**src/rtl/bxds_pkg.sv**
```systemverilog
// Shared types and constants for the box average downscaler.
// Used by the controller, the datapath and the top level.
package bxds_pkg;

  localparam int MaxWidth = 2048;
  localparam int MaxBlock = 64;
  localparam int QuotW    = 8;
  localparam int CfgIdxW  = 2;
  localparam int CfgDataW = 12;

  localparam logic [CfgIdxW-1:0] CfgBlockSize   = 2'd0;
  localparam logic [CfgIdxW-1:0] CfgFrameWidth  = 2'd1;
  localparam logic [CfgIdxW-1:0] CfgFrameHeight = 2'd2;

  typedef struct packed {
    logic accept;
    logic acc;
    logic div_step;
  } dp_cmd_t;

  typedef struct packed {
    logic complete;
  } dp_status_t;

endpackage

```
**src/rtl/bxds_ctrl.sv**
```systemverilog
// Sequencer for the downscaler: pixel accept, accumulate, divide, output.
// Depends on bxds_pkg.
module bxds_ctrl
  import bxds_pkg::*;
(
  input  logic       clk_i,
  input  logic       rst_ni,
  input  logic       in_valid_i,
  output logic       in_ready_o,
  output logic       out_valid_o,
  input  logic       out_ready_i,
  input  dp_status_t status_i,
  output dp_cmd_t    cmd_o
);

  typedef enum logic [3:0] {
    StIdle = 4'b0001,
    StAcc  = 4'b0010,
    StDiv  = 4'b0100,
    StOut  = 4'b1000
  } state_e;

  state_e state_q, state_d;
  logic [$clog2(QuotW)-1:0] cnt_q, cnt_d;

  always_comb begin
    state_d = state_q;
    cnt_d   = cnt_q;
    unique case (state_q)
      StIdle: if (in_valid_i) state_d = StAcc;
      StAcc: begin
        cnt_d   = '0;
        state_d = status_i.complete ? StDiv : StIdle;
      end
      StDiv: begin
        cnt_d = cnt_q + 1'b1;
        if (cnt_q == ($clog2(QuotW))'(QuotW - 1)) state_d = StOut;
      end
      StOut: if (out_ready_i) state_d = StIdle;
      default: state_d = StIdle;
    endcase
  end

  always_ff @(posedge clk_i or negedge rst_ni) begin
    if (!rst_ni) begin
      state_q <= StIdle;
      cnt_q   <= '0;
    end else begin
      state_q <= state_d;
      cnt_q   <= cnt_d;
    end
  end

  assign in_ready_o     = (state_q == StIdle);
  assign out_valid_o    = (state_q == StOut);
  assign cmd_o.accept   = in_ready_o && in_valid_i;
  assign cmd_o.acc      = (state_q == StAcc);
  assign cmd_o.div_step = (state_q == StDiv);

endmodule

```
**config.mk**
```make
export PLATFORM = sky130hd
export DESIGN_NAME = bxds_ctrl
export DESIGN_NICKNAME = d
export VERILOG_FILES = /design/src/rtl/bxds_pkg.sv /design/src/rtl/bxds_ctrl.sv
export SDC_FILE = /design/constraint.sdc
export NUM_CORES = 1
export LEC_CHECK = 0
export BUFFER_PORTS_ARGS = -buffer_cell sky130_fd_sc_hd__buf_2
export CAP_MARGIN = 40
export CORE_AREA = 2 2 39 41
export CTS_BUF_LIST = sky130_fd_sc_hd__clkbuf_8
export CTS_CLUSTER_DIAMETER = 200
export DETAILED_ROUTE_END_ITERATION = 16
export DIE_AREA = 0 0 41 43
export PLACE_DENSITY = 0.6
export SLEW_MARGIN = 20
export SYNTH_ARGS = -nofsm -noshare
export SYNTH_HDL_FRONTEND = slang
export SYNTH_SLANG_ARGS = --single-unit
```
**constraint.sdc**
```tcl
create_clock -name clk_i -period 1.6 [get_ports clk_i]
set_clock_uncertainty 0.15 [all_clocks]
set_input_delay 0.32 -clock clk_i [delete_from_list [all_inputs] [get_ports clk_i]]
set_output_delay 0.32 -clock clk_i [all_outputs]
set_load 0.02 [all_outputs]
```
==> summary.md <==
| Metric | Value |
|---|---|
| Clock Latency Late Sink | around 220 ps |
| CTS tree | yes |
| DP Cell Count | 74 |
| Diode count | 0 |
| CTS root buf | clkbuf_8 |
| Vias/cell | around 5 |
| Placer congestion estimate | between 0.6 and 0.7 |
| Commonest non-fill, non-tap cell in the layout | buf_4 |
| Post-synthesis compound-gate area fraction | slightly below 20% |
| Max-slew violation count | 0 |
| Mux cell area share after synthesis | 2.33% |
| Top cells by area, synth | dfrtp_1 35%, dfstp_2 6.1%, ha_1 5.8% |
| Critical-path top delay cell | dfstp_2 |
| Fin cells | between 80 and 90 |
| Remaining DRCs | 0 |
| Global Route Usage Sum | 15.5% |
| Number of global-route vias before repair | about 410 |
| Wirelength, routed | approximately 1.1 mm |
| Detailed Route Iter0 Violations | 6 |
| Violated checks | negative setup slack |
| Detailed Place HPWL | approximately 740 um |
| Grt met3 use | approximately 6.3% |
| GR Util met2 | between 20% and 30% |
| Final Net Count | 73 |
| Die area | between 0.0015 and 0.002 mm2 |
| Power density over the cells | ~1700 mW/mm2 |
| Antenna violations before repair | 0 |
| Status | finished with violations |
| Pin count of the biggest net entering global routing | 11 |
| Die extent in x | roughly 41 um |
| Layout Utilization | about half |
| Setup crit start kind | flop |
| Die extent in y | approximately 43 um |
| CTS clk-pin slew, worst paths | around 40 ps |
| Synthesized area | 429 um2 |
| Critical path cell sequence | nor4b_4, and2_4, buf_6 |
| GR peak layer | met2 |
| Global-route wire length before repair | ~1.8 mm |
| Dpl cell area | between 500 and 600 um2 |
| Worst slew pin tran | between 300 and 400 ps |
| Post-synth top area share | between 30% and 40% |
| Leak Pwr | ~0.31 nW |
| Fmax | 569 MHz |
| Rows | 14 |
| CTS sink cnt | 7 |
| Cell accounting for the most synthesized area | dfrtp_1 |
| Ratio of final minimum period to clock period | 110% |
| Yosys Warn Count | 0 |
| Syn_area_per_cell | just under 10 um2 |
| Layout cells sized above 1 | between 50% and 60% |
| TritonCTS Buffers | 3 |
| Antenna-violating nets left | 0 |
| Worst min-delay path category | input port to flop |
| Max Fanout on Critical Path | 3 |
| WP data arrival | 1290 ps |
| Syn Inst Count | 44 |
| Tmin final | around 1800 ps |
| Post-synthesis adder-cell area fraction | under 10% |
| PnR worst setup slack | -156 ps |
| Rel. slew slack | 73.7% |
| Total grt overflow | 0 |
| Final Hold Fails | 0 |
| R2r setup slk | -90 ps |
| Most frequent cells in the layout | 12 x buf_4, 5 x dfrtp_1, 5 x buf_2 |
| Initial Utilization | a little under a third |
| CORE AREA | approximately 0.0014 mm2 |
| #FFs+latches synth | 7 |
| Sequential area share after synthesis | 41.1% |
| P&R area growth vs syn | 65.0% |
| Met1 GRT Util | 17.2% |
| Dpl ws | -82.8 ps |
| Post-Synth XOR/XNOR Area | 0% |
| WL per Instance | about 14 um |
| Maximum resistive drop on vdd | 863 uV |
| Pre-antenna DRT Iters | 4 |
| FILL cells | ~120 |
| Post-Synth Simple-Gate Area | between 20% and 30% |
| Design area | just over 700 um2 |
| CP endpoint kind | output pin |
| Endpoints failing setup | 7 |
| CTS Buffer Depth | 2 |
| Library cells used by synthesis | 26 |
| I/O pins | 10 |
| Crit path kind | flop to output pin |
| Synth Net Count | 51 |
| RSZ-0062 raised after global routing | yes |
| Number of max-cap violations | 0 |
| Crit path required time | ~1100 ps |
| Largest family of logic cells by synthesized area | simple AND/OR/NAND/NOR gates |
| Worst stage delay on the critical path | around 530 ps |
| DR vias | 406 |
| H-Tree Level Count | 1 |
| IO buf count | 9 |
## power breakdown
part           leakage [nW]  internal [mW]  switching, mW
Clock                0.0269          0.165         0.0714
Sequential           0.0801          0.246         0.0545
Combinational         0.199          0.337          0.321
Total                 0.306          0.748          0.446
## cell families after synthesis
logic type	after synthesis
flip-flops	7
AND/OR/NAND/NOR	17
buffers and inverters	5
AO/OA/AOI/OAI	12
multiplexers	1
adder cells (fa/ha/maj)	2
## stage by stage
step / hold slack [ps] / power (mW) / TNS [ps]
2_1_floorplan: -126 / 0.656 / -184
3_3_place_gp: 10.7 / 0.817 / -29.9
3_5_place_dp: 14.8 / 0.833 / -85.1
4_1_cts: 180 / 1.15 / -597
5_1_grt: 197 / 1.29 / -1030
6_report: 183 / 1.19 / -597
## metal layers
layer / wire length [um] / vias up
li1: - / 204
met3: 36 / 2
met5: 0 / -
met4: 8 / 0
met1: 452 / 191
met2: 606 / 9
## final cells by class
type	instances	area (um2)	share of cell area (%)
timing repair buffer	21	159	22.4
tap	16	20.0	2.83
clock inverter	1	3.75	0.530
inverter	1	3.75	0.530
clock buffer	3	41.3	5.83
multi-input combinational	32	303	42.8
sequential	7	178	25.1
## worst paths after layout
check | start | end | cells past startpoint
min in group asynchronous | rst_ni | state_q[1]$_DFFE_PN0P_ | 2
worst max-delay path | state_q[0]$_DFFE_PN1P_ | cmd_o[2] | 3
max in group asynchronous | rst_ni | state_q[0]$_DFFE_PN1P_ | 2
worst max register to register | cnt_q[0]$_DFFE_PN0P_ | state_q[0]$_DFFE_PN1P_ | 5
worst min-delay path | in_valid_i | state_q[1]$_DFFE_PN0P_ | 2
worst min register to register | cnt_q[2]$_DFFE_PN0P_ | cnt_q[2]$_DFFE_PN0P_ | 2
## repair_timing
item,in CTS,in global routing
buffers inserted,2,0
setup endpoints to repair,7,7
hold endpoints to repair,7,0
hold buffers,1,0
resized for setup,6,7
pin swaps,4,4
## sequential cells by signal, summed over array words and instances, names as in the netlist
signal   flops
state_q      4
cnt_q        3
## synthesized netlist by cell type
master	number
dfrtp_1	6
nand2_1	4
o21ai_0	4
buf_2	3
a22oi_1	2
and2_1	2
ha_1	2
nor3_1	2
nor4b_1	2
a211o_1	1
a211oi_1	1
a211oi_2	1
clkbuf_1	1
dfstp_2	1
inv_1	1
mux2i_1	1
nand2b_1	1
nand3b_1	1
nor2_1	1
nor3b_1	1
nor4_1	1
nor4b_2	1
o21a_1	1
o21ai_1	1
o22a_1	1
or3b_1	1
## worst max-delay path, delay by kind of cell, from the launching register on
kind / cells / cell delay (ps)
DFF: 1 / 530
and+or+nand+nor: 2 / 420
buffers and inverters: 1 / 110
No activity file was read; power rests on OpenSTA's default activity.
